File: src/sv/signed_int_to_decimal_ascii_macros.svh
// Assertion macros for the signed integer to decimal ASCII block.
// Used by the RTL files that check their own logic; no dependencies.
`ifndef SIGNED_INT_TO_DECIMAL_ASCII_MACROS_SVH
`define SIGNED_INT_TO_DECIMAL_ASCII_MACROS_SVH

`ifndef SYNTH

`define SIDA_ASSERT(lbl, clk, rstn, prop, msg) \
    lbl: assert property (@(posedge clk) disable iff (!rstn) (prop)) else $error(msg);

`define SIDA_ASSERT_NEXT(lbl, clk, rstn, ante, cons, msg) \
    lbl: assert property (@(posedge clk) disable iff (!rstn) (ante) |=> (cons)) else $error(msg);

`else

`define SIDA_ASSERT(lbl, clk, rstn, prop, msg)

`define SIDA_ASSERT_NEXT(lbl, clk, rstn, ante, cons, msg)

`endif

`endif

File: src/sv/sida_pkg.sv
// Shared types and constants for the signed integer to decimal ASCII block.
// No dependencies.
`default_nettype none

package sida_pkg;

    localparam int unsigned VALUE_W    = 32;
    localparam int unsigned NUM_DIGITS = 10;
    localparam int unsigned DIGIT_IDX_W = 4;
    localparam int unsigned CHAR_W     = 6;
    localparam int unsigned NUM_STAGES = 4;
    localparam int unsigned STEPS_PER_STAGE = VALUE_W / NUM_STAGES;

    localparam logic [CHAR_W-1:0] CH_ZERO  = 6'd48;
    localparam logic [CHAR_W-1:0] CH_MINUS = 6'd45;

    typedef logic [NUM_DIGITS-1:0][3:0] t_bcd;

    typedef struct packed {
        logic               neg;
        t_bcd               bcd;
        logic [VALUE_W-1:0] bin;
    } t_work;

endpackage

`default_nettype wire

File: src/sv/sida_dabble_stage.sv
// One registered stage of the binary to BCD converter (shift-and-add-3).
// Depends on sida_pkg.
`default_nettype none

module sida_dabble_stage (
    input  wire logic           i_clk,
    input  wire logic           i_rst_n,
    input  wire logic           i_in_valid,
    output logic                o_in_ready,
    input  wire sida_pkg::t_work i_in_work,
    output logic                o_out_valid,
    input  wire logic           i_out_ready,
    output sida_pkg::t_work     o_out_work
);
    import sida_pkg::*;

    logic  r_valid;
    t_work r_work;
    t_work n_work;

    always_comb begin
        t_bcd               v_bcd;
        logic [VALUE_W-1:0] v_bin;
        v_bcd = i_in_work.bcd;
        v_bin = i_in_work.bin;
        for (int s = 0; s < STEPS_PER_STAGE; s++) begin
            for (int d = 0; d < NUM_DIGITS; d++) begin
                if (v_bcd[d] >= 4'd5) begin
                    v_bcd[d] = v_bcd[d] + 4'd3;
                end
            end
            {v_bcd, v_bin} = {v_bcd, v_bin} << 1;
        end
        n_work.neg = i_in_work.neg;
        n_work.bcd = v_bcd;
        n_work.bin = v_bin;
    end

    assign o_in_ready = !r_valid || i_out_ready;

    always_ff @(posedge i_clk) begin
        if (!i_rst_n) begin
            r_valid <= 1'b0;
        end else if (o_in_ready) begin
            r_valid <= i_in_valid;
        end
    end

    always_ff @(posedge i_clk) begin
        if (o_in_ready && i_in_valid) begin
            r_work <= n_work;
        end
    end

    assign o_out_valid = r_valid;
    assign o_out_work  = r_work;

endmodule

`default_nettype wire

File: src/sv/sida_serialiser.sv
// Character serialiser: sends the sign and significant digits one per transfer.
// Depends on sida_pkg and the assertion macro header.
`default_nettype none
`include "signed_int_to_decimal_ascii_macros.svh"

module sida_serialiser (
    input  wire logic                     i_clk,
    input  wire logic                     i_rst_n,
    input  wire logic                     i_in_valid,
    output logic                          o_in_ready,
    input  wire sida_pkg::t_work          i_in_work,
    output logic                          o_valid,
    input  wire logic                     i_ready,
    output logic [sida_pkg::CHAR_W-1:0]   o_char_code,
    output logic                          o_last_char
);
    import sida_pkg::*;

    logic                   r_busy, n_busy;
    logic                   r_sign, n_sign;
    logic [DIGIT_IDX_W-1:0] r_idx,  n_idx;
    t_bcd                   r_bcd,  n_bcd;
    logic [DIGIT_IDX_W-1:0] w_msd;

    // index of the most significant non-zero digit, 0 for zero
    always_comb begin
        w_msd = '0;
        for (int d = 0; d < NUM_DIGITS; d++) begin
            if (i_in_work.bcd[d] != 4'd0) begin
                w_msd = DIGIT_IDX_W'(d);
            end
        end
    end

    assign o_valid     = r_busy;
    assign o_last_char = !r_sign && (r_idx == '0);
    assign o_char_code = r_sign ? CH_MINUS : (CH_ZERO + {2'b00, r_bcd[r_idx]});
    assign o_in_ready  = !r_busy || (i_ready && o_last_char);

    always_comb begin
        n_busy = r_busy;
        n_sign = r_sign;
        n_idx  = r_idx;
        n_bcd  = r_bcd;
        if (r_busy && i_ready) begin
            if (r_sign) begin
                n_sign = 1'b0;
            end else if (r_idx == '0) begin
                n_busy = 1'b0;
            end else begin
                n_idx = r_idx - 1'b1;
            end
        end
        if (i_in_valid && o_in_ready) begin
            n_busy = 1'b1;
            n_sign = i_in_work.neg;
            n_idx  = w_msd;
            n_bcd  = i_in_work.bcd;
        end
    end

    always_ff @(posedge i_clk) begin
        if (!i_rst_n) begin
            r_busy <= 1'b0;
            r_sign <= 1'b0;
            r_idx  <= '0;
        end else begin
            r_busy <= n_busy;
            r_sign <= n_sign;
            r_idx  <= n_idx;
        end
    end

    always_ff @(posedge i_clk) begin
        r_bcd <= n_bcd;
    end

    `SIDA_ASSERT(a_sign_not_last, i_clk, i_rst_n, !(o_valid && o_last_char && o_char_code == CH_MINUS), "minus sign flagged as last")
    `SIDA_ASSERT_NEXT(a_text_continues, i_clk, i_rst_n, o_valid && i_ready && !o_last_char, o_valid, "text ended without last flag")
    `SIDA_ASSERT(a_no_early_load, i_clk, i_rst_n, !(o_valid && !o_last_char && o_in_ready), "next number taken mid text")
    `SIDA_ASSERT(a_char_range, i_clk, i_rst_n, !o_valid || o_char_code == CH_MINUS || (o_char_code >= CH_ZERO && o_char_code <= CH_ZERO + 6'd9), "character out of range")

endmodule

`default_nettype wire

File: src/sv/signed_int_to_decimal_ascii.sv
// Signed 32-bit integer to decimal ASCII text. Each number accepted on the
// input channel leaves as its characters, most significant first, one per
// output transfer: a minus sign for negative values, then the digits without
// leading zeros ('0' alone for zero); o_last_char marks the final character.
// The most negative value gives "-2147483648". A number takes one output
// transfer per character (digit count plus one for a sign), as set by the
// character serialiser on the output channel; an input transfer can follow in
// every cycle until the pipeline fills. From input transfer to first character
// a number passes one input register, four binary to BCD stages of eight
// shift steps each, and the serialiser register.
// Depends on sida_pkg, sida_dabble_stage and sida_serialiser.
`default_nettype none

module signed_int_to_decimal_ascii (
    input  wire logic                           i_clk,
    input  wire logic                           i_rst_n,
    input  wire logic                           i_valid,
    output logic                                o_ready,
    input  wire logic signed [31:0]             i_value,
    output logic                                o_valid,
    input  wire logic                           i_ready,
    output logic [5:0]                          o_char_code,
    output logic                                o_last_char
);
    import sida_pkg::*;

    logic  r_in_valid;
    t_work r_in_work;
    t_work n_in_work;

    logic  w_valid [NUM_STAGES+1];
    logic  w_ready [NUM_STAGES+1];
    t_work w_work  [NUM_STAGES+1];

    // magnitude as unsigned, correct for the most negative value
    always_comb begin
        n_in_work.neg = i_value[VALUE_W-1];
        n_in_work.bcd = '0;
        n_in_work.bin = i_value[VALUE_W-1] ? (VALUE_W'(0) - VALUE_W'(i_value))
                                           : VALUE_W'(i_value);
    end

    assign o_ready = !r_in_valid || w_ready[0];

    always_ff @(posedge i_clk) begin
        if (!i_rst_n) begin
            r_in_valid <= 1'b0;
        end else if (o_ready) begin
            r_in_valid <= i_valid;
        end
    end

    always_ff @(posedge i_clk) begin
        if (o_ready && i_valid) begin
            r_in_work <= n_in_work;
        end
    end

    assign w_valid[0] = r_in_valid;
    assign w_work[0]  = r_in_work;

    for (genvar g = 0; g < NUM_STAGES; g++) begin : g_stage
        sida_dabble_stage u_stage (
            .i_clk       (i_clk),
            .i_rst_n     (i_rst_n),
            .i_in_valid  (w_valid[g]),
            .o_in_ready  (w_ready[g]),
            .i_in_work   (w_work[g]),
            .o_out_valid (w_valid[g+1]),
            .i_out_ready (w_ready[g+1]),
            .o_out_work  (w_work[g+1])
        );
    end

    sida_serialiser u_ser (
        .i_clk       (i_clk),
        .i_rst_n     (i_rst_n),
        .i_in_valid  (w_valid[NUM_STAGES]),
        .o_in_ready  (w_ready[NUM_STAGES]),
        .i_in_work   (w_work[NUM_STAGES]),
        .o_valid     (o_valid),
        .i_ready     (i_ready),
        .o_char_code (o_char_code),
        .o_last_char (o_last_char)
    );

endmodule

`default_nettype wire
File: config.mk
export PLATFORM = sky130hd
export DESIGN_NAME = signed_int_to_decimal_ascii
export DESIGN_NICKNAME = d
export VERILOG_FILES = /design/src/sv/sida_pkg.sv /design/src/sv/sida_dabble_stage.sv /design/src/sv/sida_serialiser.sv /design/src/sv/signed_int_to_decimal_ascii.sv
export VERILOG_INCLUDE_DIRS = /design/src /design/src/sv
export SDC_FILE = /design/constraint.sdc
export NUM_CORES = 1
export LEC_CHECK = 0
export ABC_AREA = 1
export BUFFER_PORTS_ARGS = -buffer_cell sky130_fd_sc_hd__buf_4
export CELL_PAD_IN_SITES_DETAIL_PLACEMENT = 1
export CELL_PAD_IN_SITES_GLOBAL_PLACEMENT = 2
export CORE_MARGIN = 5
export CORE_UTILIZATION = 25
export CTS_CLUSTER_DIAMETER = 150
export CTS_CLUSTER_SIZE = 14
export DETAILED_ROUTE_END_ITERATION = 12
export GPL_TIMING_DRIVEN = 0
export PLACE_DENSITY_LB_ADDON = 0.1
export SLEW_MARGIN = 30
export SYNTH_ARGS = -nofsm -noshare
export SYNTH_HDL_FRONTEND = slang
export SYNTH_HIERARCHICAL = 1
export SYNTH_SLANG_ARGS = --single-unit
File: constraint.sdc
create_clock -name i_clk -period 10.94 [get_ports i_clk]
set_clock_uncertainty 0.15 [all_clocks]
set_input_delay 3.282 -clock i_clk [delete_from_list [all_inputs] [get_ports i_clk]]
set_output_delay 3.282 -clock i_clk [all_outputs]
set_load 0.02 [all_outputs]
### Yosys cells after proc, flatten, opt, wreduce, memory -nomap -nowiden

Index checks and enable logic that the tools add are counted.

| storage, ports and cells | value |
|---|---|
| input port bits | 36 |
| register bits after elaboration | 285 |
| word-level logic and storage cells | 927 |
| output and inout bits | 9 |

| operators by class | value |
|---|---|
| equal/unequal tests | 2 |
| reductions and logical operators | 36 |
| multiplexer cells | 288 |
| add/subtract/negate cells | 268 |
| order comparisons | 266 |

Operator list:

| operator | number |
|---|---|
| >= comparator 4 x 3 -> 1 bit (second input constant) | 255 |
| two-way mux 4 bit | 249 |
| adder 4 x 2 -> 4 bit (second input constant) | 234 |
| two-way mux 3 bit | 26 |
| adder 3 x 2 -> 3 bit (second input constant) | 21 |
| nonzero test 4 bit | 9 |
| subtractor 1 x 32 -> 32 bit (first input constant) | 1 |
| two-way mux 31 bit | 1 |
| adder 1 x 2 -> 3 bit (second input constant) | 10 |
| >= comparator 1 x 3 -> 1 bit (second input constant) | 10 |
| binary-select mux 4 bit (select 4 bit) | 1 |
| logical AND 1 bit | 9 |
| two-way mux 1 bit | 8 |
| logical NOT 1 bit | 7 |
| adder 5 x 5 -> 6 bit (first input constant) | 1 |
| logical OR 1 bit | 6 |
| two-way mux 6 bit | 1 |
| AND reduction 3 bit | 2 |
| less-than comparator 4 x 5 -> 1 bit (second input constant) | 1 |
| logical NOT 4 bit | 1 |
| two-way mux 2 bit | 2 |
| inequality test 2 bit (second input constant) | 2 |
| nonzero test 2 bit | 2 |
| subtractor 4 x 1 -> 4 bit (second input constant) | 1 |

### Logic depth before layout (Yosys ltp)

Gate-level depths: netlist of the first run.

| depth | value |
|---|---|
| depth in word-level cells | 16 |
| mapped depth | 60 |
| depth with buffers taken out | 60 |

### By module

The synthesis of the first run kept the hierarchy.

Modules (own cells, without submodules):

| module | cells an instance | times used | area an instance (µm²) | seq. area each (µm²) |
|---|---|---|---|---|
| sida_dabble_stage | 1608 | 4 | 9944.5 | 1971.9 |
| sida_serialiser | 209 | 1 | 2152.1 | 1321.3 |
| signed_int_to_decimal_ascii | 258 | 1 | 2089.5 | 1011.0 |

### Worst setup path before layout of the first run

Ideal clock, no wire load.

| timing path | value |
|---|---|
| path type | in2reg |
| start point | in i_ready |
| end point | reg g_stage[0].u_stage.r_work (netlist bit g_stage[0].u_stage/o_out_work[10]) (enable) |
| arrival | 6.920 ns |
| buffers on the path | 0 |
| data required time | 10.281 ns |
| path slack | 3.360 ns |
| library setup time | 0.509 ns |
| stages | 10 |
| cell sequence | nand2_2 > nand2_4 > inv_1 > nand2_1 > inv_1 > nand2_1 > inv_1 > nand2_1 > inv_1 > a21oi_1 |

RTL lines:

| item | RTL line | text |
|---|---|---|
| start, declared | signed_int_to_decimal_ascii.sv:21 | `input wire logic i_ready,` |
| end signal, assigned | sida_dabble_stage.sv:51 | `r_work <= n_work;` |
| end, declared | sida_dabble_stage.sv:18 | `t_work r_work;` |

==> impl_metrics.xml, run 1 <==
<?xml version="1.0" encoding="UTF-8"?>
<metrics>
  <group name="outcome">
    <metric name="status" unit="">completed</metric>
  </group>
  <group name="finish">
    <metric name="final_net_count" unit="">7309</metric>
    <metric name="antennaDiodeCount" unit="">0</metric>
    <metric name="area_delta_synth_final" unit="%">11.07</metric>
    <metric name="stdcell_count" unit="">9263</metric>
    <metric name="fillerInstances" unit="">21710</metric>
    <metric name="multi_input_gate_area_in_the_final_layout" unit="sq mm">0.02962</metric>
    <metric name="drive_above_1_share" unit="%">14.72</metric>
    <metric name="seqCellArea" unit="sq mm">0.008778</metric>
  </group>
  <group name="sta">
    <metric name="finalCriticalPeriod" unit="ns">8.302</metric>
    <metric name="finalSetupViolCount" unit="">0</metric>
    <metric name="final_hold_viol_count" unit="">0</metric>
    <metric name="slew_headroom" unit="%">39.68</metric>
    <metric name="timing_max_transition_violations_final" unit="">0</metric>
    <metric name="setup-tns-final" unit="ns">0</metric>
    <metric name="worst_pin_slew" unit="ns">0.9034</metric>
    <metric name="timing.fmax" unit="GHz">0.1205</metric>
    <metric name="final_min_period_over_clock_period" unit="%">75.89</metric>
    <metric name="setup_repair_after_global_routing_missed_its_margin" unit="">no</metric>
  </group>
  <group name="floorplanning">
    <metric name="floorplan.die.width" unit="um">421.5</metric>
    <metric name="io-pin-count" unit="">45</metric>
    <metric name="rows" unit="">151</metric>
    <metric name="die_area" unit="sq mm">0.1776</metric>
    <metric name="die_height" unit="um">421.5</metric>
    <metric name="starting_density" unit="%">25.06</metric>
    <metric name="floorplan.core_area" unit="sq mm">0.1689</metric>
  </group>
  <group name="yosys">
    <metric name="yosysWarningCount" unit="">6</metric>
    <metric name="syn-mean-instance-area" unit="sq um">6.210</metric>
    <metric name="synthesis.area" unit="sq mm">0.04232</metric>
    <metric name="synthesis.instances" unit="">6815</metric>
  </group>
  <group name="detailed_routing">
    <metric name="drt_iter0_drc" unit="">1030</metric>
    <metric name="route.detailed.wl_per_inst" unit="um">11.86</metric>
    <metric name="routed-via-count" unit="">40950</metric>
    <metric name="drc" unit="">0</metric>
    <metric name="route.final.wire_length" unit="mm">109.9</metric>
    <metric name="drt.antenna.violating_nets" unit="">0</metric>
    <metric name="avgViaCountPerCell" unit="">4.421</metric>
    <metric name="detailedRoute.firstPassIterationCount" unit="">4</metric>
  </group>
  <group name="grt">
    <metric name="grt_start_max_net_pins" unit="">46</metric>
    <metric name="grt_overflow_total" unit="">0</metric>
    <metric name="global_route.usage.total" unit="%">12.19</metric>
    <metric name="initial_antenna_violation_count" unit="">0</metric>
    <metric name="grt_pass1_wl" unit="mm">190.7</metric>
    <metric name="grt_pass1_vias" unit="">41640</metric>
  </group>
  <group name="worst_setup_path">
    <metric name="critical_path.n_buffers_inverters" unit="">7</metric>
    <metric name="timing.rr.end" unit="">g_stage[2].u_stage/o_out_work[70]</metric>
    <metric name="slowest_stage" unit="">sky130_fd_sc_hd__buf_4</metric>
    <metric name="crit_cells" unit="">14</metric>
    <metric name="worst_ep_required_time" unit="ns">7.51</metric>
    <metric name="critPathKind" unit="">in2out</metric>
    <metric name="data_arrival_at_the_endpoint_of_the_critical_path" unit="ns">4.87</metric>
    <metric name="start_kind" unit="">input port</metric>
    <metric name="worstSetupEndpointType" unit="">output pin</metric>
    <metric name="crit_path_max_fanout" unit="">3</metric>
    <metric name="slack_of_the_worst_reg_to_reg_path" unit="ns">4.09</metric>
    <metric name="critical_path.cell_chain" unit="">buf_4, nand2_2, nand2_4, inv_1, nand2_1, inv_1, nand2_1, inv_1, nand2_1, inv_1, nand2_1, inv_1, nand2_1, buf_4</metric>
    <metric name="max_incr_delay_on_cp" unit="ns">0.19</metric>
    <metric name="r2r_cells" unit="">59</metric>
    <metric name="critPathCapture" unit="">o_ready</metric>
    <metric name="crit_start" unit="">i_ready</metric>
    <metric name="r2r-start" unit="">g_stage[1].u_stage/o_out_work[64]</metric>
    <metric name="critical_path.top_delay_family" unit="">buffers and inverters</metric>
  </group>
  <group name="placed_design">
    <metric name="post-dp-hpwl" unit="mm">96.22</metric>
    <metric name="port_buffers" unit="">43</metric>
    <metric name="gp_congestion" unit="">0.7536</metric>
    <metric name="dp.cells" unit="">9219</metric>
  </group>
  <group name="clock_network">
    <metric name="tritoncts" unit="">done</metric>
    <metric name="clkSinkCount" unit="">296</metric>
    <metric name="cts_inserted_buffers" unit="">26</metric>
    <metric name="cts_root_buffer" unit="">sky130_fd_sc_hd__clkbuf_16</metric>
    <metric name="htreeDepth" unit="">1</metric>
    <metric name="cts.clk_slew.worst_paths" unit="ns">0.07</metric>
    <metric name="cts-hold-fix-buffers" unit="">0</metric>
    <metric name="clk_path_buf_depth" unit="">3</metric>
    <metric name="worst_skew_pair.late_latency" unit="ns">0.62</metric>
    <metric name="post_cts_buffers" unit="">0</metric>
    <metric name="post_cts_resized" unit="">0</metric>
  </group>
  <group name="hold_path">
    <metric name="hold_path_class" unit="">reg2reg</metric>
  </group>
  <group name="job">
    <metric name="timing.max_cap.violations" unit="">0</metric>
  </group>
</metrics>
[worst register-to-register path: cells and delay by family (launching register included)]
kind,cells,cell delay (ns)
buf+inv,14,0.90
flops,1,0.43
fa+ha+maj,8,1.39
simple gates,37,3.81
[layout make-up]
cell class,count,share of cell area [%]
Multi-Input combinational cell,5464,63.00
Sequential cell,296,18.67
Inverter,1175,9.393
Tap cell,2218,5.904
Clock buffer,39,1.509
Timing Repair Buffer,57,1.267
Clock inverter,5,0.1357
Buffer,9,0.1145
[metrics by stage]
stage | hold slack [ns] | setup WS, ns | utilization [%] | instance area [sq um]
finish | 0.2667 | 2.638 | 27.83 | 47010
global placement | 0.2502 | 0.6958 | 27.18 | 45910
CTS | 0.2596 | 2.589 | 27.83 | 47010
global route | 0.2679 | 2.432 | 27.83 | 47010
floorplan | 0.2503 | 3.360 | - | 42810
detailed placement | 0.2556 | 2.592 | 27.37 | 46230
[flip-flops by register name, indices dropped and copies added, names as in the netlist]
name                         count
g_stage.u_stage/o_out_valid      4
g_stage.u_stage/o_out_work     212
r_in_valid                       1
r_in_work                       33
u_ser/o_valid                    1
u_ser/r_bcd                     40
u_ser/r_idx                      4
u_ser/r_sign                     1
[worst min path at each step]
stage          slack, ns                         startpoint  cells past startpoint                                 to
5_1_grt             0.27  g_stage[0].u_stage/o_out_work[16]                      0  g_stage[1].u_stage/o_out_work[24]
2_1_floorplan       0.25                       r_in_work[2]                      0  g_stage[0].u_stage/o_out_work[10]
3_5_place_dp        0.26  g_stage[1].u_stage/o_out_work[24]                      0  g_stage[2].u_stage/o_out_work[32]
4_1_cts             0.26  g_stage[0].u_stage/o_out_work[16]                      0  g_stage[1].u_stage/o_out_work[24]
6_report            0.27  g_stage[3].u_stage/o_out_work[34]                      0                     u_ser/r_bcd[2]
3_3_place_gp        0.25  g_stage[1].u_stage/o_out_work[22]                      0  g_stage[2].u_stage/o_out_work[30]
[routing by layer]
metal / wire, um / part of all wire, % / global-route usage, % / up-vias
li1: - / - / - / 22130
met1: 47740 / 43 / 13.76 / 18660
met2: 58900 / 54 / 24.88 / 88
met3: 1092 / 0.99 / 0.7131 / 71
met4: 2170 / 2.0 / 2.443 / 0
met5: 0 / 0 / 0 / -
[cell usage in the layout (no fill, tap or decap), types with 17 or more instances in the layout]
cell type                      n
sky130_fd_sc_hd__nand3b_1     55
sky130_fd_sc_hd__and2_1       30
sky130_fd_sc_hd__nand2_4      29
sky130_fd_sc_hd__clkbuf_16    26
sky130_fd_sc_hd__o21ai_2     110
sky130_fd_sc_hd__xor2_1       85
sky130_fd_sc_hd__a21oi_1      42
sky130_fd_sc_hd__edfxtp_1    285
sky130_fd_sc_hd__nor2_2       29
sky130_fd_sc_hd__nor2_1      154
sky130_fd_sc_hd__a21o_1       64
sky130_fd_sc_hd__inv_1      1089
sky130_fd_sc_hd__o211ai_1     31
sky130_fd_sc_hd__o21ai_1      86
sky130_fd_sc_hd__nand3_4      17
sky130_fd_sc_hd__nand3_1     752
sky130_fd_sc_hd__o21ai_0     143
sky130_fd_sc_hd__nand3_2     184
sky130_fd_sc_hd__buf_4        44
sky130_fd_sc_hd__conb_1      131
sky130_fd_sc_hd__clkbuf_1     17
sky130_fd_sc_hd__nand4_1     171
sky130_fd_sc_hd__xnor2_1      20
sky130_fd_sc_hd__or2_2        19
sky130_fd_sc_hd__inv_2        79
sky130_fd_sc_hd__nand2_2     417
sky130_fd_sc_hd__nand2_1    2547
sky130_fd_sc_hd__ha_1        244
Power of run 1 is not shown: default switching activity piles up to over one toggle a cycle in this logic, so the estimate is an artifact.
==> inputs of run 2 (changes only) <==
--- a/config.mk
+++ b/config.mk
@@ -6,7 +6,7 @@
 export SDC_FILE = /design/constraint.sdc
 export NUM_CORES = 1
 export LEC_CHECK = 0
-export ABC_AREA = 1
+export ABC_AREA = 0
 export BUFFER_PORTS_ARGS = -buffer_cell sky130_fd_sc_hd__buf_4
 export CELL_PAD_IN_SITES_DETAIL_PLACEMENT = 1
 export CELL_PAD_IN_SITES_GLOBAL_PLACEMENT = 2
==> constraint.sdc (replaced) <==
create_clock -name i_clk -period 8.54 [get_ports i_clk]
set_clock_uncertainty 0.15 [all_clocks]
set_input_delay 2.562 -clock i_clk [delete_from_list [all_inputs] [get_ports i_clk]]
set_output_delay 2.562 -clock i_clk [all_outputs]
set_load 0.02 [all_outputs]
==> impl_metrics.xml, run 2 <==
<?xml version="1.0" encoding="UTF-8"?>
<metrics>
  <group name="worst_setup_path">
    <metric name="worst_ep_required_time" unit="ns">8.79</metric>
    <metric name="worstSetupEndpointType" unit="">flop</metric>
    <metric name="crit_cells" unit="">35</metric>
    <metric name="critPathKind" unit="">reg2reg</metric>
    <metric name="slowest_stage" unit="">sky130_fd_sc_hd__edfxtp_1</metric>
    <metric name="crit_path_max_fanout" unit="">10</metric>
    <metric name="data_arrival_at_the_endpoint_of_the_critical_path" unit="ns">8.32</metric>
    <metric name="critical_path.n_buffers_inverters" unit="">5</metric>
    <metric name="start_kind" unit="">flop</metric>
    <metric name="r2r_cells" unit="">35</metric>
    <metric name="critical_path.top_delay_family" unit="">compound AO/OA/AOI/OAI gates</metric>
    <metric name="max_incr_delay_on_cp" unit="ns">0.50</metric>
  </group>
  <group name="grt">
    <metric name="global_route.usage.total" unit="%">14.12</metric>
    <metric name="grt_overflow_total" unit="">0</metric>
    <metric name="initial_antenna_violation_count" unit="">2</metric>
    <metric name="grt_pass1_vias" unit="">56470</metric>
    <metric name="grt_pass1_wl" unit="mm">286.1</metric>
    <metric name="grt_start_max_net_pins" unit="">42</metric>
  </group>
  <group name="floorplanning">
    <metric name="die_height" unit="um">479.5</metric>
    <metric name="floorplan.core_area" unit="sq mm">0.2195</metric>
    <metric name="io-pin-count" unit="">45</metric>
    <metric name="rows" unit="">172</metric>
    <metric name="starting_density" unit="%">25.10</metric>
    <metric name="die_area" unit="sq mm">0.2299</metric>
    <metric name="floorplan.die.width" unit="um">479.5</metric>
  </group>
  <group name="finish">
    <metric name="fillerInstances" unit="">26700</metric>
    <metric name="drive_above_1_share" unit="%">11.92</metric>
    <metric name="final_net_count" unit="">7941</metric>
    <metric name="area_delta_synth_final" unit="%">11.45</metric>
    <metric name="layout.cells.most_common_list" unit="">sky130_fd_sc_hd__nand2_1, sky130_fd_sc_hd__nor2_1, sky130_fd_sc_hd__o21ai_0, sky130_fd_sc_hd__a21oi_1, sky130_fd_sc_hd__inv_1</metric>
    <metric name="antennaDiodeCount" unit="">0</metric>
    <metric name="multi_input_gate_area_in_the_final_layout" unit="sq mm">0.04448</metric>
    <metric name="leading_cell_type_in_the_layout_fill_and_taps_excluded" unit="">sky130_fd_sc_hd__nand2_1</metric>
    <metric name="seqCellArea" unit="sq mm">0.008778</metric>
    <metric name="largest_reg_flops" unit="">212</metric>
  </group>
  <group name="clock_network">
    <metric name="cts.clk_slew.worst_paths" unit="ns">0.08</metric>
    <metric name="cts_root_buffer" unit="">sky130_fd_sc_hd__clkbuf_16</metric>
    <metric name="tritoncts" unit="">done</metric>
    <metric name="cts_inserted_buffers" unit="">27</metric>
    <metric name="htreeDepth" unit="">1</metric>
    <metric name="clkSinkCount" unit="">296</metric>
    <metric name="clk_path_buf_depth" unit="">3</metric>
    <metric name="worst_skew_pair.late_latency" unit="ns">0.66</metric>
  </group>
  <group name="detailed_routing">
    <metric name="route.final.wire_length" unit="mm">171.5</metric>
    <metric name="route.detailed.wl_per_inst" unit="um">16.26</metric>
    <metric name="avgViaCountPerCell" unit="">5.296</metric>
    <metric name="routed-via-count" unit="">55860</metric>
    <metric name="drt_iter0_drc" unit="">2106</metric>
    <metric name="drt.antenna.violating_nets" unit="">0</metric>
    <metric name="drc" unit="">0</metric>
    <metric name="detailedRoute.firstPassIterationCount" unit="">5</metric>
  </group>
  <group name="placed_design">
    <metric name="port_buffers" unit="">43</metric>
    <metric name="dp_slack" unit="ns">-0.6972</metric>
    <metric name="post-dp-hpwl" unit="mm">137.5</metric>
    <metric name="gp_congestion" unit="">0.7706</metric>
  </group>
  <group name="sta">
    <metric name="final_min_period_over_clock_period" unit="%">94.52</metric>
    <metric name="postLayoutSetupSlackWorst" unit="ns">0.4678</metric>
    <metric name="finalCriticalPeriod" unit="ns">8.072</metric>
    <metric name="timing.fmax" unit="GHz">0.1239</metric>
    <metric name="worst_pin_slew" unit="ns">0.9423</metric>
    <metric name="final_hold_viol_count" unit="">0</metric>
    <metric name="slew_headroom" unit="%">36.91</metric>
    <metric name="setup_repair_after_global_routing_missed_its_margin" unit="">yes</metric>
    <metric name="setup-tns-final" unit="ns">0</metric>
    <metric name="timing_max_transition_violations_final" unit="">0</metric>
    <metric name="finalSetupViolCount" unit="">0</metric>
  </group>
  <group name="yosys">
    <metric name="synthesis.instances" unit="">7363</metric>
    <metric name="synthesis.area" unit="sq mm">0.05510</metric>
    <metric name="syn-mean-instance-area" unit="sq um">7.483</metric>
    <metric name="yosysWarningCount" unit="">6</metric>
  </group>
  <group name="hold_path">
    <metric name="hold_path_depth" unit="">0</metric>
    <metric name="hold_path_class" unit="">reg2reg</metric>
  </group>
  <group name="outcome">
    <metric name="status" unit="">completed</metric>
  </group>
  <group name="job">
    <metric name="timing.max_cap.violations" unit="">0</metric>
  </group>
</metrics>
==> run 2: per-layer routing <==
metal | vias to the layer above | wire length [um] | GRT usage, %
met5 | - | 0 | 0
met4 | 0 | 2981 | 2.670
met3 | 94 | 1994 | 0.8096
met2 | 225 | 85520 | 26.23
met1 | 26950 | 81020 | 18.06
li1 | 28590 | - | -
==> run 2: final timing paths <==
kind                                     start                           endpoint  slack, ns
max          g_stage[1].u_stage/o_out_work[40]  g_stage[2].u_stage/o_out_work[41]       0.47
min          g_stage[1].u_stage/o_out_work[19]  g_stage[2].u_stage/o_out_work[27]       0.26
max reg2reg  g_stage[1].u_stage/o_out_work[40]  g_stage[2].u_stage/o_out_work[41]       0.47
min reg2reg  g_stage[1].u_stage/o_out_work[19]  g_stage[2].u_stage/o_out_work[27]       0.26
==> run 2: what timing repair did <==
item                                    CTS  global route
buffers inserted                          7            28
hold buffers                              0             0
pin swaps                                 6            13
resized for setup                        10            79
endpoints found under the setup margin   43            62
==> run 2: final cells by class <==
type | instances | area share [%]
clock inverter | 7 | 0.1223
tap | 2871 | 5.850
timing repair buffer | 90 | 1.300
multi-input combinational | 6516 | 72.43
sequential | 296 | 14.30
buffer | 289 | 2.111
inverter | 441 | 2.720
clock buffer | 38 | 1.168
==> run 2: metrics by stage <==
step / cell area [sq um] / hold WS (ns) / cells / util, %
detailed placement: 59960 / 0.2562 / 10470 / 27.32
finish: 61400 / 0.2563 / 10550 / 27.97
floorplan: 55790 / 0.2503 / 7548 / -
global placement: 59710 / 0.2506 / 10460 / 27.20
global route: 61400 / 0.2723 / 10550 / 27.97
CTS: 60860 / 0.2582 / 10530 / 27.72
Power of run 2 is left out for the same reason.
